$ cat src/hw/rtl/assert_macros.svh
// assertion macros shared by the scorer rtl
// no dependencies; included by files that carry concurrent checks
`ifndef ASSERT_MACROS_SVH
`define ASSERT_MACROS_SVH

// clocked check, switched off while reset is high
`define GPCC_ASSERT(name, clk, rst, prop) \
   name: assert property (@(posedge clk) disable iff (rst) prop) \
      else $error("gpcc check failed");

// clocked check that also holds during reset
`define GPCC_ASSERT_ALWAYS(name, clk, prop) \
   name: assert property (@(posedge clk) prop) \
      else $error("gpcc check failed");

`endif

$ cat src/hw/rtl/gpcc_pkg.sv
// shared types and constants of the genotype pattern case/control scorer
// no dependencies; used by the interfaces and all scorer modules
package gpcc_pkg;

   // fixed field widths
   localparam int GENO_BITS        = 8;
   localparam int COLUMN_BITS      = 16;
   localparam int WANTED_BITS      = 2;
   localparam int ORDER_BITS       = 2;
   localparam int COUNT_FIELD_BITS = 20;
   localparam int SCORE_BITS       = 38;
   localparam int CSR_INDEX_BITS   = 3;
   localparam int CSR_DATA_BITS    = 16;

   // register indexes of the configuration port
   typedef enum logic [CSR_INDEX_BITS-1:0] {
      CSR_ORDER      = 3'd0,
      CSR_COLUMN_A   = 3'd1,
      CSR_COLUMN_B   = 3'd2,
      CSR_COLUMN_C   = 3'd3,
      CSR_WANTED_A   = 3'd4,
      CSR_WANTED_B   = 3'd5,
      CSR_WANTED_C   = 3'd6,
      CSR_SCORE_MODE = 3'd7
   } csr_index_type;

   // score mode codes
   localparam logic MODE_RATIO      = 1'b0;
   localparam logic MODE_DIFFERENCE = 1'b1;

   // configuration register set
   typedef struct packed {
      logic [ORDER_BITS-1:0]  order;
      logic [COLUMN_BITS-1:0] column_a;
      logic [COLUMN_BITS-1:0] column_b;
      logic [COLUMN_BITS-1:0] column_c;
      logic [WANTED_BITS-1:0] wanted_a;
      logic [WANTED_BITS-1:0] wanted_b;
      logic [WANTED_BITS-1:0] wanted_c;
      logic                   score_mode;
   } cfg_type;

   // divider status toward the sequencer
   typedef struct packed {
      logic busy;
      logic done;
   } div_status_type;

endpackage

$ cat src/hw/rtl/gpcc_if.sv
// valid/ready channel interfaces of the scorer: request and response
// depends on gpcc_pkg for field widths
interface gpcc_req_if;
   logic                             valid;
   logic                             ready;
   logic [gpcc_pkg::GENO_BITS-1:0]   genotype;
   logic                             is_control;
   logic                             end_of_row;
   logic                             end_of_set;

   modport source (output valid, genotype, is_control, end_of_row, end_of_set,
                   input ready);
   modport sink (input valid, genotype, is_control, end_of_row, end_of_set,
                 output ready);
endinterface

interface gpcc_rsp_if;
   logic                                     valid;
   logic                                     ready;
   logic [gpcc_pkg::COUNT_FIELD_BITS-1:0]    case_count;
   logic [gpcc_pkg::COUNT_FIELD_BITS-1:0]    control_count;
   logic signed [gpcc_pkg::SCORE_BITS-1:0]   score;

   modport source (output valid, case_count, control_count, score, input ready);
   modport sink (input valid, case_count, control_count, score, output ready);
endinterface

$ cat src/hw/rtl/genotype_pattern_case_control_scorer_unit.sv
// Genotype pattern case/control scorer. Genotype bytes arrive one per request, row by
// row; while the block is idle it takes each request that is not the end of a set, so
// rows stream at one byte per clock. The end-of-set request closes the set: the setup
// state hands the operands to the shared restoring divider, which produces one
// quotient bit per cycle until the quotient is complete, and the response register is
// then loaded; no new request is taken until that load. The difference score also runs
// through the divider, with a divisor of one. A response waiting at the output does not
// stop row streaming; only a second finished score waits for it. Configuration is to
// be written through the csr port only while the block is idle; the block does not
// enforce this.
// depends on gpcc_pkg, gpcc_if, gpcc_matcher, gpcc_divider and assert_macros.svh
`include "assert_macros.svh"

module genotype_pattern_case_control_scorer_unit #(
   parameter int MAX_COLUMNS   = 65536,
   parameter int COUNT_BITS    = 20,
   parameter int FRACTION_BITS = 16,
   parameter int MAX_ORDER     = 3
) (
   input  logic                                  clock,
   input  logic                                  reset,
   gpcc_req_if.sink                              req_bus,
   gpcc_rsp_if.source                            rsp_bus,
   input  logic                                  csr_write_enable,
   input  logic [gpcc_pkg::CSR_INDEX_BITS-1:0]   csr_index,
   input  logic [gpcc_pkg::CSR_DATA_BITS-1:0]    csr_write_data
);
   localparam int DIV_BITS  = COUNT_BITS + 1;
   localparam int QUO_BITS  = DIV_BITS + FRACTION_BITS;
   localparam int SB        = gpcc_pkg::SCORE_BITS;
   localparam int EXT_BITS  = ((QUO_BITS > SB) ? QUO_BITS : SB) + 1;
   localparam int CF        = gpcc_pkg::COUNT_FIELD_BITS;
   localparam int CW_BITS   = (COUNT_BITS > CF) ? COUNT_BITS : CF;
   localparam logic [EXT_BITS-1:0] POS_LIM = EXT_BITS'({1'b0, {(SB-1){1'b1}}});
   localparam logic [EXT_BITS-1:0] NEG_LIM = EXT_BITS'({1'b1, {(SB-1){1'b0}}});

   typedef enum logic [1:0] {
      ST_IDLE,
      ST_SETUP,
      ST_DIVIDE,
      ST_HOLD
   } state_type;

   state_type state_ff;
   gpcc_pkg::cfg_type cfg_ff, cfg_in;

   logic                                   rsp_valid_ff;
   logic [CF-1:0]                          case_count_ff, control_count_ff;
   logic signed [SB-1:0]                   score_ff;
   logic                                   neg_ff;

   logic                                   req_accept;
   logic [COUNT_BITS-1:0]                  total_case, total_control;
   gpcc_pkg::div_status_type               div_status;
   logic [QUO_BITS-1:0]                    quotient;
   logic                                   div_start;
   logic [DIV_BITS-1:0]                    numer, denom;
   logic                                   neg_in;
   logic                                   can_load, load;
   logic [EXT_BITS-1:0]                    mag_ext, mag_sat;
   logic [SB-1:0]                          score_next;
   logic [CW_BITS-1:0]                     case_wide, control_wide;

   // configuration registers
   always_comb begin
      cfg_in = cfg_ff;
      if (csr_write_enable) begin
         case (gpcc_pkg::csr_index_type'(csr_index))
            gpcc_pkg::CSR_ORDER:      cfg_in.order      = csr_write_data[1:0];
            gpcc_pkg::CSR_COLUMN_A:   cfg_in.column_a   = csr_write_data;
            gpcc_pkg::CSR_COLUMN_B:   cfg_in.column_b   = csr_write_data;
            gpcc_pkg::CSR_COLUMN_C:   cfg_in.column_c   = csr_write_data;
            gpcc_pkg::CSR_WANTED_A:   cfg_in.wanted_a   = csr_write_data[1:0];
            gpcc_pkg::CSR_WANTED_B:   cfg_in.wanted_b   = csr_write_data[1:0];
            gpcc_pkg::CSR_WANTED_C:   cfg_in.wanted_c   = csr_write_data[1:0];
            gpcc_pkg::CSR_SCORE_MODE: cfg_in.score_mode = csr_write_data[0];
            default: ;
         endcase
      end
   end

   always_ff @(posedge clock) begin
      if (reset) begin
         cfg_ff.order      <= 2'd2;
         cfg_ff.column_a   <= 16'd0;
         cfg_ff.column_b   <= 16'd1;
         cfg_ff.column_c   <= 16'd2;
         cfg_ff.wanted_a   <= 2'd0;
         cfg_ff.wanted_b   <= 2'd0;
         cfg_ff.wanted_c   <= 2'd0;
         cfg_ff.score_mode <= gpcc_pkg::MODE_RATIO;
      end else begin
         cfg_ff <= cfg_in;
      end
   end

   // request handshake
   assign req_bus.ready = (state_ff == ST_IDLE);
   assign req_accept    = req_bus.valid && req_bus.ready;

   gpcc_matcher #(
      .MAX_COLUMNS (MAX_COLUMNS),
      .COUNT_BITS  (COUNT_BITS),
      .MAX_ORDER   (MAX_ORDER)
   ) u_matcher (
      .clock         (clock),
      .reset         (reset),
      .cfg           (cfg_ff),
      .accept        (req_accept),
      .genotype      (req_bus.genotype),
      .is_control    (req_bus.is_control),
      .end_of_row    (req_bus.end_of_row),
      .end_of_set    (req_bus.end_of_set),
      .total_case    (total_case),
      .total_control (total_control)
   );

   // operand setup: ratio divides the larger of case+1, control+1 by the
   // smaller; difference divides the tally gap by one
   always_comb begin
      logic [DIV_BITS-1:0] c_inc;
      logic [DIV_BITS-1:0] k_inc;
      logic                case_ge;
      logic                control_ge;
      c_inc      = DIV_BITS'(total_case) + 1'b1;
      k_inc      = DIV_BITS'(total_control) + 1'b1;
      case_ge    = (total_case >= total_control);
      control_ge = (total_control >= total_case);
      if (cfg_ff.score_mode == gpcc_pkg::MODE_DIFFERENCE) begin
         numer  = control_ge ? DIV_BITS'(total_control - total_case)
                             : DIV_BITS'(total_case - total_control);
         denom  = DIV_BITS'(1);
         neg_in = !control_ge;
      end else begin
         numer  = case_ge ? c_inc : k_inc;
         denom  = case_ge ? k_inc : c_inc;
         neg_in = !case_ge;
      end
   end

   assign div_start = (state_ff == ST_SETUP);

   gpcc_divider #(
      .DIV_BITS  (DIV_BITS),
      .FRAC_BITS (FRACTION_BITS)
   ) u_divider (
      .clock    (clock),
      .reset    (reset),
      .start    (div_start),
      .numer    (numer),
      .denom    (denom),
      .status   (div_status),
      .quotient (quotient)
   );

   // signed score with saturation to the output range
   assign mag_ext = EXT_BITS'(quotient);
   always_comb begin
      if (neg_ff) begin
         mag_sat    = (mag_ext > NEG_LIM) ? NEG_LIM : mag_ext;
         score_next = SB'(0) - mag_sat[SB-1:0];
      end else begin
         mag_sat    = (mag_ext > POS_LIM) ? POS_LIM : mag_ext;
         score_next = mag_sat[SB-1:0];
      end
   end

   assign case_wide    = CW_BITS'(total_case);
   assign control_wide = CW_BITS'(total_control);

   // response register load
   assign can_load = !rsp_valid_ff || rsp_bus.ready;
   assign load     = can_load && ((state_ff == ST_HOLD)
                  || ((state_ff == ST_DIVIDE) && div_status.done));

   // sequencer and response register
   always_ff @(posedge clock) begin
      if (reset) begin
         state_ff     <= ST_IDLE;
         rsp_valid_ff <= 1'b0;
      end else begin
         case (state_ff)
            ST_IDLE: begin
               if (req_accept && req_bus.end_of_set) state_ff <= ST_SETUP;
            end
            ST_SETUP: begin
               state_ff <= ST_DIVIDE;
            end
            ST_DIVIDE: begin
               if (div_status.done) state_ff <= load ? ST_IDLE : ST_HOLD;
            end
            ST_HOLD: begin
               if (load) state_ff <= ST_IDLE;
            end
            default: state_ff <= ST_IDLE;
         endcase
         if (load) rsp_valid_ff <= 1'b1;
         else if (rsp_bus.ready) rsp_valid_ff <= 1'b0;
      end
      if (div_start) neg_ff <= neg_in;
      if (load) begin
         case_count_ff    <= case_wide[CF-1:0];
         control_count_ff <= control_wide[CF-1:0];
         score_ff         <= score_next;
      end
   end

   assign rsp_bus.valid         = rsp_valid_ff;
   assign rsp_bus.case_count    = case_count_ff;
   assign rsp_bus.control_count = control_count_ff;
   assign rsp_bus.score         = score_ff;

   // checks
   `GPCC_ASSERT(a_setup_follows_set_end, clock, reset, (state_ff == ST_SETUP) |-> $past(req_accept && req_bus.end_of_set))
   `GPCC_ASSERT(a_no_request_while_dividing, clock, reset, div_status.busy |-> !req_bus.ready)
   `GPCC_ASSERT(a_done_only_in_divide, clock, reset, div_status.done |-> (state_ff == ST_DIVIDE))
   `GPCC_ASSERT(a_positive_score_sign, clock, reset, (load && !neg_ff) |-> !score_next[SB-1])

endmodule

$ cat src/hw/rtl/gpcc_matcher.sv
// row matcher: tracks the column position, checks the selected columns and
// keeps the saturating case/control tallies; depends on gpcc_pkg
module gpcc_matcher #(
   parameter int MAX_COLUMNS = 65536,
   parameter int COUNT_BITS  = 20,
   parameter int MAX_ORDER   = 3
) (
   input  logic                                 clock,
   input  logic                                 reset,
   input  gpcc_pkg::cfg_type                    cfg,
   input  logic                                 accept,
   input  logic [gpcc_pkg::GENO_BITS-1:0]       genotype,
   input  logic                                 is_control,
   input  logic                                 end_of_row,
   input  logic                                 end_of_set,
   output logic [COUNT_BITS-1:0]                total_case,
   output logic [COUNT_BITS-1:0]                total_control
);
   localparam int POS_BITS = $clog2(MAX_COLUMNS);
   localparam int CMP_BITS = (POS_BITS > gpcc_pkg::COLUMN_BITS) ? POS_BITS
                                                                : gpcc_pkg::COLUMN_BITS;
   localparam logic [POS_BITS-1:0]   POS_LAST  = POS_BITS'(MAX_COLUMNS - 1);
   localparam logic [COUNT_BITS-1:0] TALLY_MAX = {COUNT_BITS{1'b1}};

   logic [POS_BITS-1:0]   position_ff, position_in;
   logic                  row_match_ff, row_match_in;
   logic [COUNT_BITS-1:0] case_tally_ff, case_tally_in;
   logic [COUNT_BITS-1:0] control_tally_ff, control_tally_in;
   logic [COUNT_BITS-1:0] total_case_ff, total_case_in;
   logic [COUNT_BITS-1:0] total_control_ff, total_control_in;

   logic [gpcc_pkg::ORDER_BITS-1:0] active;
   logic [CMP_BITS-1:0]             cmp_pos;
   logic                            miss_a, miss_b, miss_c;
   logic                            row_ok;
   logic                            row_close;
   logic [COUNT_BITS-1:0]           case_upd, control_upd;

   // active column count, clamped to the largest supported order
   assign active = (cfg.order > gpcc_pkg::ORDER_BITS'(MAX_ORDER))
                 ? gpcc_pkg::ORDER_BITS'(MAX_ORDER) : cfg.order;

   // per-column mismatch checks
   assign cmp_pos = CMP_BITS'(position_ff);
   assign miss_a = (active >= 2'd1) && (cmp_pos == CMP_BITS'(cfg.column_a))
                && (genotype != gpcc_pkg::GENO_BITS'(cfg.wanted_a));
   assign miss_b = (active >= 2'd2) && (cmp_pos == CMP_BITS'(cfg.column_b))
                && (genotype != gpcc_pkg::GENO_BITS'(cfg.wanted_b));
   assign miss_c = (active == 2'd3) && (cmp_pos == CMP_BITS'(cfg.column_c))
                && (genotype != gpcc_pkg::GENO_BITS'(cfg.wanted_c));
   assign row_ok    = row_match_ff && !miss_a && !miss_b && !miss_c;
   assign row_close = end_of_row || end_of_set;

   // tallies including the row that closes now
   always_comb begin
      case_upd    = case_tally_ff;
      control_upd = control_tally_ff;
      if (row_close && row_ok) begin
         if (is_control) begin
            if (control_tally_ff != TALLY_MAX) control_upd = control_tally_ff + 1'b1;
         end else begin
            if (case_tally_ff != TALLY_MAX) case_upd = case_tally_ff + 1'b1;
         end
      end
   end

   // next state of position, row flag, tallies and set totals
   always_comb begin
      position_in      = position_ff;
      row_match_in     = row_match_ff;
      case_tally_in    = case_tally_ff;
      control_tally_in = control_tally_ff;
      total_case_in    = total_case_ff;
      total_control_in = total_control_ff;
      if (accept) begin
         if (row_close) begin
            position_in  = '0;
            row_match_in = 1'b1;
         end else begin
            row_match_in = row_ok;
            if (position_ff < POS_LAST) position_in = position_ff + 1'b1;
         end
         if (end_of_set) begin
            total_case_in    = case_upd;
            total_control_in = control_upd;
            case_tally_in    = '0;
            control_tally_in = '0;
         end else begin
            case_tally_in    = case_upd;
            control_tally_in = control_upd;
         end
      end
   end

   always_ff @(posedge clock) begin
      if (reset) begin
         position_ff      <= '0;
         row_match_ff     <= 1'b1;
         case_tally_ff    <= '0;
         control_tally_ff <= '0;
      end else begin
         position_ff      <= position_in;
         row_match_ff     <= row_match_in;
         case_tally_ff    <= case_tally_in;
         control_tally_ff <= control_tally_in;
      end
      total_case_ff    <= total_case_in;
      total_control_ff <= total_control_in;
   end

   assign total_case    = total_case_ff;
   assign total_control = total_control_ff;

endmodule

$ cat src/hw/rtl/gpcc_divider.sv
// shared restoring divider: one quotient bit per cycle of (numer << frac) / denom
// depends on gpcc_pkg for the status struct
module gpcc_divider #(
   parameter int DIV_BITS  = 21,
   parameter int FRAC_BITS = 16
) (
   input  logic                              clock,
   input  logic                              reset,
   input  logic                              start,
   input  logic [DIV_BITS-1:0]               numer,
   input  logic [DIV_BITS-1:0]               denom,
   output gpcc_pkg::div_status_type          status,
   output logic [DIV_BITS+FRAC_BITS-1:0]     quotient
);
   localparam int QUO_BITS = DIV_BITS + FRAC_BITS;
   localparam int CNT_BITS = $clog2(QUO_BITS + 1);

   logic [QUO_BITS-1:0] shift_ff, shift_in;
   logic [DIV_BITS-1:0] rem_ff, rem_in;
   logic [DIV_BITS-1:0] denom_ff, denom_in;
   logic [CNT_BITS-1:0] count_ff, count_in;
   logic                busy_ff, busy_in;
   logic                done_ff, done_in;

   logic [DIV_BITS:0] partial;
   logic [DIV_BITS:0] trial;
   logic              fits;

   // one trial subtraction per cycle
   assign partial = {rem_ff, shift_ff[QUO_BITS-1]};
   assign trial   = partial - {1'b0, denom_ff};
   assign fits    = !trial[DIV_BITS];

   always_comb begin
      shift_in = shift_ff;
      rem_in   = rem_ff;
      denom_in = denom_ff;
      count_in = count_ff;
      busy_in  = busy_ff;
      done_in  = 1'b0;
      if (start) begin
         shift_in = {numer, {FRAC_BITS{1'b0}}};
         rem_in   = '0;
         denom_in = denom;
         count_in = CNT_BITS'(QUO_BITS);
         busy_in  = 1'b1;
      end else if (busy_ff) begin
         shift_in = {shift_ff[QUO_BITS-2:0], fits};
         rem_in   = fits ? trial[DIV_BITS-1:0] : partial[DIV_BITS-1:0];
         count_in = count_ff - 1'b1;
         if (count_ff == CNT_BITS'(1)) begin
            busy_in = 1'b0;
            done_in = 1'b1;
         end
      end
   end

   always_ff @(posedge clock) begin
      if (reset) begin
         count_ff <= '0;
         busy_ff  <= 1'b0;
         done_ff  <= 1'b0;
      end else begin
         count_ff <= count_in;
         busy_ff  <= busy_in;
         done_ff  <= done_in;
      end
      shift_ff <= shift_in;
      rem_ff   <= rem_in;
      denom_ff <= denom_in;
   end

   assign status.busy = busy_ff;
   assign status.done = done_ff;
   assign quotient    = shift_ff;

endmodule

$ cat src/flat_wrapper.sv
// flat-port wrapper written by rule: the top's interface ports become plain ports
module genotype_pattern_case_control_scorer_unit_flat 
#(
   parameter int MAX_COLUMNS   = 65536,
   parameter int COUNT_BITS    = 20,
   parameter int FRACTION_BITS = 16,
   parameter int MAX_ORDER     = 3
)
  (clock, reset, csr_write_enable, csr_index, csr_write_data, req_bus_valid, req_bus_genotype, req_bus_is_control, req_bus_end_of_row, req_bus_end_of_set, req_bus_ready, rsp_bus_valid, rsp_bus_case_count, rsp_bus_control_count, rsp_bus_score, rsp_bus_ready);
  gpcc_req_if req_bus_i ();
  gpcc_rsp_if rsp_bus_i ();
  input  logic clock;
  input  logic reset;
  input  logic csr_write_enable;
  input  logic [gpcc_pkg::CSR_INDEX_BITS-1:0] csr_index;
  input  logic [gpcc_pkg::CSR_DATA_BITS-1:0] csr_write_data;
  input wire logic [$bits(req_bus_i.valid)-1:0] req_bus_valid;
  input wire logic [$bits(req_bus_i.genotype)-1:0] req_bus_genotype;
  input wire logic [$bits(req_bus_i.is_control)-1:0] req_bus_is_control;
  input wire logic [$bits(req_bus_i.end_of_row)-1:0] req_bus_end_of_row;
  input wire logic [$bits(req_bus_i.end_of_set)-1:0] req_bus_end_of_set;
  output wire logic [$bits(req_bus_i.ready)-1:0] req_bus_ready;
  output wire logic [$bits(rsp_bus_i.valid)-1:0] rsp_bus_valid;
  output wire logic [$bits(rsp_bus_i.case_count)-1:0] rsp_bus_case_count;
  output wire logic [$bits(rsp_bus_i.control_count)-1:0] rsp_bus_control_count;
  output wire logic [$bits(rsp_bus_i.score)-1:0] rsp_bus_score;
  input wire logic [$bits(rsp_bus_i.ready)-1:0] rsp_bus_ready;
  assign req_bus_i.valid = req_bus_valid;
  assign req_bus_i.genotype = req_bus_genotype;
  assign req_bus_i.is_control = req_bus_is_control;
  assign req_bus_i.end_of_row = req_bus_end_of_row;
  assign req_bus_i.end_of_set = req_bus_end_of_set;
  assign req_bus_ready = req_bus_i.ready;
  assign rsp_bus_valid = rsp_bus_i.valid;
  assign rsp_bus_case_count = rsp_bus_i.case_count;
  assign rsp_bus_control_count = rsp_bus_i.control_count;
  assign rsp_bus_score = rsp_bus_i.score;
  assign rsp_bus_i.ready = rsp_bus_ready;
  genotype_pattern_case_control_scorer_unit #(.MAX_COLUMNS(MAX_COLUMNS), .COUNT_BITS(COUNT_BITS), .FRACTION_BITS(FRACTION_BITS), .MAX_ORDER(MAX_ORDER)) u_core (.clock(clock), .reset(reset), .req_bus(req_bus_i), .rsp_bus(rsp_bus_i), .csr_write_enable(csr_write_enable), .csr_index(csr_index), .csr_write_data(csr_write_data));
endmodule
$ cat config.mk
export PLATFORM = sky130hd
export DESIGN_NAME = genotype_pattern_case_control_scorer_unit_flat
export DESIGN_NICKNAME = d
export VERILOG_FILES = /design/src/hw/rtl/gpcc_pkg.sv /design/src/hw/rtl/gpcc_if.sv /design/src/hw/rtl/genotype_pattern_case_control_scorer_unit.sv /design/src/hw/rtl/gpcc_matcher.sv /design/src/hw/rtl/gpcc_divider.sv /design/src/flat_wrapper.sv
export VERILOG_INCLUDE_DIRS = /design/src /design/src/hw/rtl
export SDC_FILE = /design/constraint.sdc
export NUM_CORES = 1
export LEC_CHECK = 0
export ABC_AREA = 1
export BUFFER_PORTS_ARGS = -buffer_cell sky130_fd_sc_hd__buf_2
export CAP_MARGIN = 20
export CORE_ASPECT_RATIO = 0.6
export CORE_MARGIN = 2
export CORE_UTILIZATION = 45
export DETAILED_ROUTE_END_ITERATION = 16
export SETUP_SLACK_MARGIN = 0.15
export SYNTH_ARGS = -nofsm -noshare
export SYNTH_HDL_FRONTEND = slang
export SYNTH_SLANG_ARGS = --single-unit
$ cat constraint.sdc
create_clock -name clock -period 10.1 [get_ports clock]
set_input_delay 2.02 -clock clock [delete_from_list [all_inputs] [get_ports clock]]
set_output_delay 2.02 -clock clock [all_outputs]
set_load 0.02 [all_outputs]
# After elaboration in Yosys (flattened, before gate mapping)
# Cells that the tools add are included.
# totals
reg_bits	323
input_bits	35
output_inout_bits	80
elab_cells	148
# classes
order_cmp	8
n_mux	36
bitwise	1
n_eq_ne	23
add_sub_neg	10
n_reduce_logical	42
# ops
cell	count
2-to-1 mux 20 bit	8
2-to-1 mux 37 bit	3
2-to-1 mux 21 bit	5
2-to-1 mux 38 bit	2
== test 16 bit	3
adder 20 x 1 -> 21 bit (second input constant)	2
subtractor 20 x 20 -> 21 bit	2
adder 20 x 1 -> 20 bit (second input constant)	2
>= comparator 20 bit	2
!= test 20 bit (second input constant)	2
> comparator 37 x 38 -> 1 bit (second input constant)	1
subtractor 1 x 38 -> 38 bit (first input constant)	1
> comparator 37 bit (second input constant)	1
2-to-1 mux 16 bit	2
!= test 8 x 2 -> 1 bit	3
subtractor 22 x 21 -> 22 bit	1
AND reduction 2 bit	10
adder 16 x 1 -> 16 bit (second input constant)	1
less-than comparator 16 bit (second input constant)	1
logical AND 1 bit	14
== test 3 bit (second input constant)	4
2-to-1 mux 6 bit	2
2-to-1 mux 2 bit	5
2-to-1 mux 1 bit	8
other kinds (21)	35

# Logic depth before layout (Yosys ltp)
# Gate-level depths: netlist (run 1).
# logic_depth
ltp_word	12
mapped_depth	19
depth_no_buf	18

# Modules after synthesis
# Synthesis (run 1) repeated with hierarchy kept, for this count alone.
# hier_totals
hier_cells	3219
area_unflattened_um2	21882.2
# modules_own_cells
module	area_each_um2	n_inst	cells_each	seq_area_each_um2
genotype_pattern_case_control_scorer_unit	10147.2	1	1478	3573.4
gpcc_matcher	6864.1	1	1101	2342.2
gpcc_divider	4870.9	1	640	2162.1

# Least setup slack after synthesis (run 1)
# No wires, ideal clock.
# synth_path
path_type	input port to flip-flop
from	input port rsp_bus_ready
to	register u_core.state_ff[1]
path_stages	6
setup_ps	134
t_arrival_ps	8281
setup_slack_ps	1686
n_path_buf	0
required_time_ps	9966
path_cell_list	nor2_1 -> nor3_1 -> or2_2 -> inv_1 -> a21oi_1 -> a211oi_1
# synth_between
elab_chain_len	5
word_cells_on_any_way	7
cone_classes	eq/ne: 1; mux: 3; reduce/logical: 3
# synth_rtl
item	line_no	text
from (decl)	flat_wrapper.sv:27	input wire logic [$bits(rsp_bus_i.ready)-1:0] rsp_bus_ready;
logical OR 1 bit (*)	genotype_pattern_case_control_scorer_unit.sv:172	assign can_load = !rsp_valid_ff || rsp_bus.ready;
logical AND 1 bit (*)	genotype_pattern_case_control_scorer_unit.sv:173	assign load = can_load && ((state_ff == ST_HOLD)
named net u_core.load	genotype_pattern_case_control_scorer_unit.sv:59	logic can_load, load;
2-to-1 mux 2 bit (2 in series)	genotype_pattern_case_control_scorer_unit.sv:190	if (div_status.done) state_ff <= load ? ST_IDLE : ST_HOLD;
one-hot mux 2 bit (4 select lines)	genotype_pattern_case_control_scorer_unit.sv:182	case (state_ff)
to (signal assigned)	genotype_pattern_case_control_scorer_unit.sv:190	
to (decl)	genotype_pattern_case_control_scorer_unit.sv:44	state_type state_ff;
# Mark *: on every way through the listed nets, which the timed path passes. The rest lies on a longest branch. The select of a mux whose other input is x is not followed.
# A chain may end at the register's enable or synchronous reset.

# Worst setup path after layout (run 1)
# layout_path
from	register u_core.u_matcher.total_control_ff[10] (netlist: u_core.u_matcher.total_control[10])
to	register u_core.u_divider.denom_ff[11], data pin
# layout_between
elab_chain_len	2
word_cells_on_any_way	3
cone_classes	add/sub: 1; order compare: 1; mux: 1
# layout_rtl
item	line_no	text
from (decl)	gpcc_matcher.sv:30	logic [COUNT_BITS-1:0] total_control_ff, total_control_in;
from (signal assigned)	gpcc_matcher.sv:108	total_control_ff <= total_control_in;
adder 20 x 1 -> 21 bit / >= comparator 20 bit (equally long branches)	genotype_pattern_case_control_scorer_unit.sv:126, genotype_pattern_case_control_scorer_unit.sv:127	
2-to-1 mux 21 bit (*)	genotype_pattern_case_control_scorer_unit.sv:136	denom = case_ge ? k_inc : c_inc;
to (signal assigned)	gpcc_divider.sv:70	denom_ff <= denom_in;
to (decl)	gpcc_divider.sv:20	logic [DIV_BITS-1:0] denom_ff, denom_in;
# Every way passes the cells marked *; elsewhere a longest branch is shown, timed or not.

==> metrics.txt, run 1 <==
Synth Register Bits 323; signal arrival time at the worst endpoint 4.81 ns; Critical Path Max Stage Delay 0.59 ns; Setup CP Type reg2reg; setup violation total in the final timing report 0; number of buffers inserted during clock tree synthesis 31; synthesized area divided by synthesized cell count 7.03 µm²; post-detailed-route DRC marker count 0; final setup skew 0.0165 ns; CP startpoint u_core.u_matcher.total_control[10]; proportion of netlist area held by the largest area contributor 23.2%; Cell Count Post-Placement 3622; half-perimeter wire length after detailed placement 55.0 mm; fraction of the cycle the final worst path needs 43.8%; setup repair after global routing missed its margin false; Max Root-Sink Buffers 3; synthesized instance count 2963; slew at the pin with the worst max-slew slack 0.963 ns; type of the most critical hold path reg2reg; Die X-Extent 282 µm; nets 3132; H-Tree Level Count 1; distinct cell type count after synthesis 54; CTS tree done; Clock Sinks 323; count of flip-flops with a built-in enable after synthesis 161; Ys Warns 0; input/output buffers 114; Post-DP Area 21800 µm²; CP endpoint kind flop; top flip-flop cell by instance count after synthesis sky130_fd_sc_hd__dfxtp_1; syn_nets 3070; final total power 0.00557 W; cell depth of the worst setup path 13; starting density of the core 45.3%; category of cells accounting for the largest share of critical-path delay simple AND/OR/NAND/NOR gates; Routed wire per std cell 19.5 µm; power per unit of standard cell area 243 nW/µm²; IO Pins 115; post-synthesis to final-layout area growth 9.91%; sequential area share after synthesis 38.8%; most frequent cells in the layout sky130_fd_sc_hd__nand2_1, sky130_fd_sc_hd__inv_1, sky130_fd_sc_hd__nor2_1, sky130_fd_sc_hd__a21oi_1, sky130_fd_sc_hd__nand3_1; fraction of layout instances using a drive strength above 1 8.79%; drt first-iter violations 2532; timing endpoint of the critical path u_core.u_divider.denom_ff[11]; Setup Fix Bufs, Post-CTS 0; GR Overflow Total 0; headroom to the max-slew limit 35.8%; top cells by area, synth sky130_fd_sc_hd__edfxtp_1, sky130_fd_sc_hd__nand2_1, sky130_fd_sc_hd__dfxtp_1; final instance area 22900 µm²; number of gates resized after cts 0; count of TritonRoute iterations in the first routing pass 6; hold-fix buffer count after cts 0; die area 48100 µm²; fraction of synthesis flops using an asynchronous set or reset pin 0%; worst r2r src u_core.u_matcher.total_control[10]; register-to-register path setup slack 5.68 ns; worst setup slack after placement 5.46 ns; height of the die 171 µm; Core Area 46000 µm²; first-pass GRT wire length 108 mm; sum of negative setup slack 0 ns; critical path startpoint category flop; vias in the first global route 18000; number of buffer and inverter stages on the critical path 2; worst r2r dst u_core.u_divider.denom_ff[11]; FP Rows 61; cell repeated most along the worst path sky130_fd_sc_hd__nand2_1; ordered list of cells on the worst path inv_1 -> ha_1 -> nand2_1 -> nor2_2 -> and2_1 -> nand2_1 -> nand2_1 -> nand2_1 -> nand2_4 -> nand2_2 -> inv_1 -> nand2_1 -> o21ai_1; count of vias placed by the detailed router 20200; area of the mapped netlist 20800 µm²; cell with the largest stage delay on the worst path sky130_fd_sc_hd__edfxtp_1; Max Cap Viol 0; dominant cell type by area after synthesis sky130_fd_sc_hd__edfxtp_1; remaining antenna violation count after routing 0; Req. time, crit path 10.48 ns; number of failing hold endpoints at the final stage 0; sum of routed wire length over all layers 71.7 mm; Static Leakage 10.0 nW; final standard cell count with taps included and fillers excluded 3680; run status completed; crit path time final 4.42 ns; largest net degree at the start of global routing 58; root buffer cell sky130_fd_sc_hd__clkbuf_16; average vias per placed instance 5.49; worst IR drop on VDD 0.145 mV; clock insertion delay at the later pin of the skew report 0.60 ns; highest attainable clock frequency 0.226 GHz; most frequent standard cell in the layout excluding fill and tap cells sky130_fd_sc_hd__nand2_1; antenna violations before repair 2; fin. max-slew vios 0; clock slew seen by the registers of the worst setup and hold paths 0.07 ns; global-route usage over all layers 29.5%; final setup slack of the worst path 5.68 ns; Reg2Reg Depth 13; routability congestion estimate from global placement 1.01; worst-path maximum fanout 26; count of fill cells added during filler insertion 4632
## worst register-to-register path, delay by kind of cell, from the launching register on
kind | cells | cell delay, ns
flops | 1 | 0.59
simple gates | 9 | 2.31
fa+ha+maj | 1 | 0.50
buf+inv | 2 | 0.60
compound gates | 1 | 0.22
## layout make-up
cell class	count	area [µm²]	share of cell area, %
multi-input combinational	2191	11000	47.9
sequential	323	8080	35.3
inverter	344	1290	5.65
clock buffer	40	860	3.75
tap	630	788	3.44
timing repair buffer	134	721	3.15
clock inverter	17	200	0.874
antenna	1	2.50	0.0109
## cells by family after synthesis
family	count (synthesis)	share of synthesized area [%]
and+or+nand+nor	1581	32.1
buffers and inverters	449	8.75
AOI/OAI and AO/OA	413	10.7
DFF	323	38.8
xor gates and xnor gates	125	5.25
adders and majority gates	72	4.43
## per-layer routing
metal  part of all wire, %  global-route usage, %
met5                0.0070                      0
met1                    52                   49.5
met2                    35                   36.0
met3                    12                   8.62
met4                   1.4                   3.77
## registers in the layout, summed over array words and instances, names as in the netlist, 21 cells and up
signal,cells
u_core.cfg_ff,57
u_core.u_divider.rem_ff,21
u_core.u_divider.denom_ff,21
u_core.rsp_bus.score,38
u_core.u_divider.quotient,37
## power by group
part,internal [W],total [W],switching (W)
clock network,0.000702,0.00125,0.000550
registers,0.00170,0.00195,0.000253
logic,0.000700,0.00237,0.00167
total,0.00310,0.00557,0.00247
## worst min path at each step
stage / start / end / slack [ns] / depth (start not counted)
floorplan: u_core.u_divider.count_ff[4] / u_core.u_divider.count_ff[4] / 0.44 / 1
global placement: u_core.u_divider.quotient[0] / u_core.rsp_bus.score[0] / 0.42 / 0
detailed placement: u_core.u_divider.quotient[0] / u_core.rsp_bus.score[0] / 0.42 / 0
CTS: u_core.u_divider.quotient[0] / u_core.rsp_bus.score[0] / 0.44 / 0
global route: u_core.u_divider.quotient[0] / u_core.rsp_bus.score[0] / 0.45 / 0
finish: u_core.u_divider.quotient[0] / u_core.rsp_bus.score[0] / 0.45 / 0
## through the flow
step,hold slack [ns],utilization (%)
after CTS,0.439,49.8
final,0.445,49.8
after floorplan,0.439,-
after detailed placement,0.425,47.5
after global placement,0.420,47.5
after global routing,0.454,49.8
## synth_stat cells, drive strengths merged, types with 53 or more instances
| cell type | n |
|---|---|
| xor2 | 99 |
| nor2 | 294 |
| nand3 | 172 |
| nand2 | 946 |
| dfxtp | 162 |
| inv | 337 |
| nand4 | 74 |
| o21ai | 180 |
| edfxtp | 161 |
| a21oi | 178 |
| ha | 69 |
| buf | 53 |
No activity file was read; power rests on OpenSTA's default activity.
==> run 2, diff against run 1 <==
clock period = 4.6 ns   (was 10.1 ns; I/O delays follow)
==> metrics.txt, run 2 (synthesis results as in run 1) <==
run status completed; CP endpoint kind flop; GR Overflow Total 0 (unchanged); cell repeated most along the worst path sky130_fd_sc_hd__nand2_1; Setup Fix Bufs, Post-CTS 0 (unchanged); number of gates resized after cts 0 (unchanged); Max Root-Sink Buffers 3 (unchanged); clock slew seen by the registers of the worst setup and hold paths 0.07 ns (about the same); NetSw 0.00555 W (+120%); final setup slack of the worst path 0.956 ns (-4.72 ns); FP Rows 61 (unchanged); count of fill cells added during filler insertion 4647 (+0.32%); most frequent standard cell in the layout excluding fill and tap cells sky130_fd_sc_hd__nand2_1; IO Pins 115 (unchanged); cell with the largest stage delay on the worst path sky130_fd_sc_hd__edfxtp_1; height of the die 171 µm (unchanged); setup repair after global routing missed its margin false; share of power burned in registers 34.4% (-0.6 points); Max Cap Viol 0 (unchanged); fraction of the cycle the final worst path needs 79.2% (+35 points); count of TritonRoute iterations in the first routing pass 6 (unchanged); drt first-iter violations 2456 (-3.0%); number of buffers inserted during clock tree synthesis 34 (+9.7%); Critical Path Max Stage Delay 0.68 ns (+0.09 ns); Antenna diodes 0 (-1); Req. time, crit path 4.86 ns (-5.62 ns); input/output buffers 114 (unchanged); Clock Sinks 323 (unchanged); Reg2Reg Depth 10 (-3); fraction of layout instances using a drive strength above 1 9.21% (+0.42 points); Static Leakage 10.1 nW (+1.1%); count of vias placed by the detailed router 20400 (+0.85%); ordered list of cells on the worst path inv_1 -> ha_1 -> nand2_1 -> nor2_2 -> nand2_1 -> nor3b_2 -> nor3_2 -> nand2_4 -> nand2_2 -> o22ai_1; die area 48100 µm² (unchanged); Core Area 46000 µm² (unchanged); Die X-Extent 282 µm (unchanged); fin. max-slew vios 0 (unchanged); Pint 0.00685 W (+120%); vias in the first global route 17900 (-0.62%); final design utilization 50.2% (+0.39 points); worst-path maximum fanout 17 (-35%); half-perimeter wire length after detailed placement 57.2 mm (+4.1%); flip-flop count of the largest register, all copies and words added 57 (unchanged); clock insertion delay at the later pin of the skew report 0.56 ns (-0.04 ns); worst IR drop on VDD 0.314 mV (+120%); crit path time final 3.64 ns (-0.780 ns); final setup skew 0.0351 ns (+0.0186 ns); antenna violations before repair 2 (unchanged); root buffer cell sky130_fd_sc_hd__clkbuf_16; Setup CP Type reg2reg; largest net degree at the start of global routing 50 (-14%); power per unit of standard cell area 537 nW/µm² (+120%); post-detailed-route DRC marker count 0 (unchanged); post-synthesis to final-layout area growth 10.8%; Routed wire per std cell 19.8 µm (+1.5%); first-pass GRT wire length 109 mm (+0.76%); most frequent cells in the layout sky130_fd_sc_hd__nand2_1, sky130_fd_sc_hd__inv_1, sky130_fd_sc_hd__nor2_1, sky130_fd_sc_hd__a21oi_1, sky130_fd_sc_hd__nand3_1; critical path startpoint category flop; type of the most critical hold path reg2reg; slew at the pin with the worst max-slew slack 0.989 ns (+0.0265 ns); signal arrival time at the worst endpoint 3.90 ns (-0.91 ns); CTS tree done; starting density of the core 45.3% (unchanged); switching share of power 44.8% (+0.41 points); highest attainable clock frequency 0.274 GHz (+21%); number of failing hold endpoints at the final stage 0 (unchanged); combinational group share of total power 42.9% (+0.4 points); setup violation total in the final timing report 0 (unchanged); nets 3154 (+0.70%); routability congestion estimate from global placement 1.08 (+6.4%); cell depth of the worst min-delay path 0 (unchanged); H-Tree Level Count 2 (+1); clock share of power 22.7% (+0.2 points); hold-fix buffer count after cts 0 (unchanged); worst setup slack after placement 1.18 ns (-4.27 ns); register ranked first by flip-flop count u_core.cfg_ff; remaining antenna violation count after routing 0 (unchanged); global-route usage over all layers 30.0% (+0.54 points); headroom to the max-slew limit 33.4% (-2.4 points); sum of negative setup slack 0 ns (unchanged); average vias per placed instance 5.51 (+0.22%); sum of routed wire length over all layers 73.2 mm (+2.1%); worst hold slack 0.448 ns (+0.00284 ns)
-- run 2: area by class of cell --
class,count,area [µm²],share of cell area [%]
Clock inverter,15,171,0.743
Inverter,344,1290,5.60
Clock buffer,47,920,3.98
Multi-Input combinational cell,2191,11000,47.5
Sequential cell,323,8080,35.0
Tap cell,630,788,3.41
Timing Repair Buffer,153,863,3.74
-- run 2: path summary, 6_finish.rpt --
kind,start,to,slack (ns)
worst max-delay path,u_core.u_matcher.total_control[11],u_core.u_divider.denom_ff[9],0.96
worst min-delay path,u_core.u_divider.quotient[0],u_core.rsp_bus.score[0],0.45
worst max register to register,u_core.u_matcher.total_control[11],u_core.u_divider.denom_ff[9],0.96
worst min register to register,u_core.u_divider.quotient[0],u_core.rsp_bus.score[0],0.45
-- run 2: power groups by stage --
stage / logic, W / registers, W / clock network [W]
detailed placement: 0.00517 / 0.00430 / 0
global placement: 0.00513 / 0.00429 / 0
CTS: 0.00519 / 0.00424 / 0.00285
global route: 0.00584 / 0.00432 / 0.00298
finish: 0.00532 / 0.00427 / 0.00281
floorplan: 0.00364 / 0.00413 / 0
-- run 2: metal layers --
metal	up-vias	share of wire (%)	global-route usage [%]
met4	2	1.1	4.19
li1	9795	-	-
met5	-	0.018	0
met3	60	13	9.93
met2	956	36	37.1
met1	9576	51	49.2
-- run 2: through the flow --
stage | total power, W | instances | area (µm²)
after floorplan | 0.00777 | 2963 | 20900
after global placement | 0.00942 | 3641 | 22000
after detailed placement | 0.00946 | 3641 | 22000
after CTS | 0.0123 | 3703 | 23100
after global routing | 0.0131 | 3703 | 23100
final | 0.0124 | 3703 | 23100
-- run 2: worst max-delay path, delay by kind of cell (launching register included) --
| family | cells | cell delay, ns |
|---|---|---|
| buf+inv | 1 | 0.10 |
| simple gates | 7 | 1.46 |
| flops | 1 | 0.68 |
| fa+ha+maj | 1 | 0.53 |
| compound gates | 1 | 0.54 |
==> run 3, diff against run 2 <==
ABC_AREA = 0   (was 1)
clock period = 3.33 ns   (was 4.6 ns; I/O delays follow)
==> metrics.txt, run 3 <==
run status completed; first-pass GRT wire length 81.0 mm (-26%); signal arrival time at the worst endpoint 3.49 ns (-0.41 ns); global-route usage over all layers 24.3% (-5.7 points); number of buffers inserted during clock tree synthesis 34 (unchanged); IO Pins 115 (unchanged); final setup slack of the worst path 0.0866 ns (-0.869 ns); routability congestion estimate from global placement 0.936 (-13%); dominant cell type by area after synthesis sky130_fd_sc_hd__edfxtp_1; Core Area 40200 µm² (-13%); hold-fix buffer count after cts 0 (unchanged); setup violation total in the final timing report 0 (unchanged); nets 2252 (-29%); clock insertion delay at the later pin of the skew report 0.53 ns (-0.03 ns); antenna violations before repair 0 (-2); worst-path maximum fanout 3 (-14); final instance area 21800 µm² (-5.7%); worst IR drop on VDD 0.319 mV (+1.8%); Max Cap Viol 0 (unchanged); drt first-iter violations 1497 (-39%); CP startpoint u_core.u_divider.quotient[6]; synthesized instance count 1942 (-34%); half-perimeter wire length after detailed placement 39.2 mm (-31%); Setup CP Type reg2reg; top cells by area, synth sky130_fd_sc_hd__edfxtp_1, sky130_fd_sc_hd__dfxtp_1, sky130_fd_sc_hd__xnor2_1; most frequent standard cell in the layout excluding fill and tap cells sky130_fd_sc_hd__nand2_1; fraction of synthesis flops using an asynchronous set or reset pin 0% (unchanged); final setup skew 0.0264 ns (-0.00866 ns); GR Overflow Total 0 (unchanged); setup repair after global routing missed its margin true; count of vias placed by the detailed router 15400 (-25%); count of fill cells added during filler insertion 3710 (-20%); syn_nets 2049 (-33%); worst r2r src u_core.u_divider.quotient[6]; count of flip-flops with a built-in enable after synthesis 161 (unchanged); top flip-flop cell by instance count after synthesis sky130_fd_sc_hd__dfxtp_1; Synth Register Bits 323 (unchanged); highest attainable clock frequency 0.308 GHz (+12%); CP endpoint kind flop; worst r2r dst u_core.rsp_bus.score[33]; worst setup slack after placement -0.00301 ns (-1.19 ns); post-synthesis to final-layout area growth 19.2%; FP Rows 57 (-6.6%); Post-DP Area 20300 µm² (-7.8%); root buffer cell sky130_fd_sc_hd__clkbuf_16; most used standard cells in the synthesized netlist sky130_fd_sc_hd__nand2_1, sky130_fd_sc_hd__a21oi_1, sky130_fd_sc_hd__dfxtp_1; Die X-Extent 264 µm (-6.3%); area of the mapped netlist 18300 µm² (-12%); post-detailed-route DRC marker count 0 (unchanged); crit path time final 3.24 ns (-0.401 ns); die area 42300 µm² (-12%); CTS tree done; headroom to the max-slew limit 35.2% (+1.8 points); register ranked first by flip-flop count u_core.cfg_ff; H-Tree Level Count 2 (unchanged); starting density of the core 45.4% (+0.12 points); height of the die 160 µm (-6.2%); fraction of the cycle the final worst path needs 97.4% (+18 points); final design utilization 54.1% (+4.0 points); Max Root-Sink Buffers 3 (unchanged); sum of negative setup slack 0 ns (unchanged); input/output buffers 114 (unchanged); Ys Warns 0 (unchanged); Antenna diodes 0 (unchanged); largest net degree at the start of global routing 70 (+40%); Reg2Reg Depth 9 (-1); proportion of netlist area held by the largest area contributor 26.5% (+3.3 points); Static Leakage 8.42 nW (-17%); timing endpoint of the critical path u_core.rsp_bus.score[33]; most instantiated library cell after synthesis sky130_fd_sc_hd__nand2_1; critical path startpoint category flop; most frequent cells in the layout sky130_fd_sc_hd__nand2_1, sky130_fd_sc_hd__edfxtp_1, sky130_fd_sc_hd__buf_4, sky130_fd_sc_hd__dfxtp_1, sky130_fd_sc_hd__a21oi_1; sum of routed wire length over all layers 52.9 mm (-28%); synthesized area divided by synthesized cell count 9.40 µm² (+34%); count of TritonRoute iterations in the first routing pass 5 (-1); vias in the first global route 14200 (-20%); sequential area share after synthesis 44.2% (+5.5 points); type of the most critical hold path in2reg; Clock Sinks 323 (unchanged); number of failing hold endpoints at the final stage 0 (unchanged); distinct cell type count after synthesis 67 (+24%); Req. time, crit path 3.58 ns (-1.28 ns); register-to-register path setup slack 0.09 ns (-0.87 ns); remaining antenna violation count after routing 0 (unchanged); flip-flop count of the largest register, all copies and words added 57 (unchanged); fraction of layout instances using a drive strength above 1 19.3% (+10 points); slew at the pin with the worst max-slew slack 0.971 ns (-0.0179 ns); clock slew seen by the registers of the worst setup and hold paths 0.06 ns (about the same); power per unit of standard cell area 525 nW/µm² (-2.3%); average vias per placed instance 5.69 (+3.3%); Routed wire per std cell 19.6 µm (-0.93%); fin. max-slew vios 0 (unchanged)
-- run 3: cell types whose count changed after synthesis, sizes merged, moves of 51 or more --
cell    previous run  this run
clkbuf            52       103
inv              337        82
mux2i              0        90
nand2            946       194
nand3            172        62
nor2             294       104
o21ai            180       120
xnor2             26       156
-- run 3: cell type report --
type / instances / area, µm² / share of cell area, %
Clock inverter: 17 / 150 / 0.690
Clock buffer: 42 / 901 / 4.14
Timing Repair Buffer: 283 / 1930 / 8.87
Sequential cell: 323 / 8080 / 37.1
Tap cell: 531 / 664 / 3.05
Inverter: 82 / 308 / 1.41
Multi-Input combinational cell: 1421 / 9730 / 44.7
-- run 3: layer usage --
layer / GRT usage [%] / vias to the layer above / wire, µm
li1: - / 7382 / -
met1: 38.2 / 7407 / 26600
met2: 33.4 / 504 / 21000
met3: 5.38 / 65 / 4300
met4: 5.55 / 0 / 986
met5: 0 / - / 0
-- run 3: critical path: stages (launching register included) --
cell and delay, ns:
sky130_fd_sc_hd__dfxtp_2 0.32, sky130_fd_sc_hd__or4_4 0.55, sky130_fd_sc_hd__nor4_4 0.17, sky130_fd_sc_hd__nand3_2 0.12, sky130_fd_sc_hd__or4_4 0.47, sky130_fd_sc_hd__or3_4 0.37, sky130_fd_sc_hd__nand2b_4 0.18, sky130_fd_sc_hd__or4_4 0.47
sky130_fd_sc_hd__and2_4 0.18, sky130_fd_sc_hd__xor2_1 0.13
-- run 3: timing repair --
action | 4_1_cts | 5_1_grt
pin swaps | 3 | 14
resized for setup | 10 | 65
cloned | 0 | 0
endpoints found under the hold margin | 0 | 0
buffers inserted | 6 | 15
endpoints found under the setup margin | 19 | 59
-- run 3: through the flow --
step / hold slack [ns] / power [W] / instances
2_1_floorplan: 0.419 / 0.00663 / 1942
3_3_place_gp: 0.430 / 0.00749 / 2619
3_5_place_dp: 0.439 / 0.00753 / 2619
4_1_cts: 0.376 / 0.0113 / 2684
5_1_grt: 0.390 / 0.0120 / 2699
6_report: 0.395 / 0.0114 / 2699
-- run 3: cell families after synthesis --
family / count (synthesis) / share of synthesized area [%]
AND/OR/NAND/NOR: 598 / 16.4
flip-flops: 323 / 44.2
XOR/XNOR: 207 / 9.93
adder cells (fa/ha/maj): 72 / 5.06
AO/OA/AOI/OAI: 443 / 14.7
buffers and inverters: 198 / 4.10
multiplexers: 101 / 5.61
-- run 3: report_power, final --
group          switching (W)  total, W  leakage (nW)  internal (W)
Clock                0.00162   0.00371         0.522       0.00209
Sequential          0.000193   0.00462          2.78       0.00443
Combinational        0.00166   0.00311          5.12       0.00145
-- run 3: worst min-delay path by stage --
| stage | startpoint | end | slack, ns | cells after the start |
|---|---|---|---|---|
| 3_3_place_gp | u_core.u_matcher.row_match_ff | u_core.u_matcher.row_match_ff | 0.43 | 1 |
| 3_5_place_dp | u_core.u_matcher.row_match_ff | u_core.u_matcher.row_match_ff | 0.44 | 1 |
| 6_report | csr_write_data[12] | u_core.cfg_ff[19] | 0.39 | 3 |
| 4_1_cts | csr_write_data[12] | u_core.cfg_ff[19] | 0.38 | 3 |
| 5_1_grt | csr_write_data[5] | u_core.cfg_ff[12] | 0.39 | 3 |
| 2_1_floorplan | u_core.u_matcher.row_match_ff | u_core.u_matcher.row_match_ff | 0.42 | 1 |
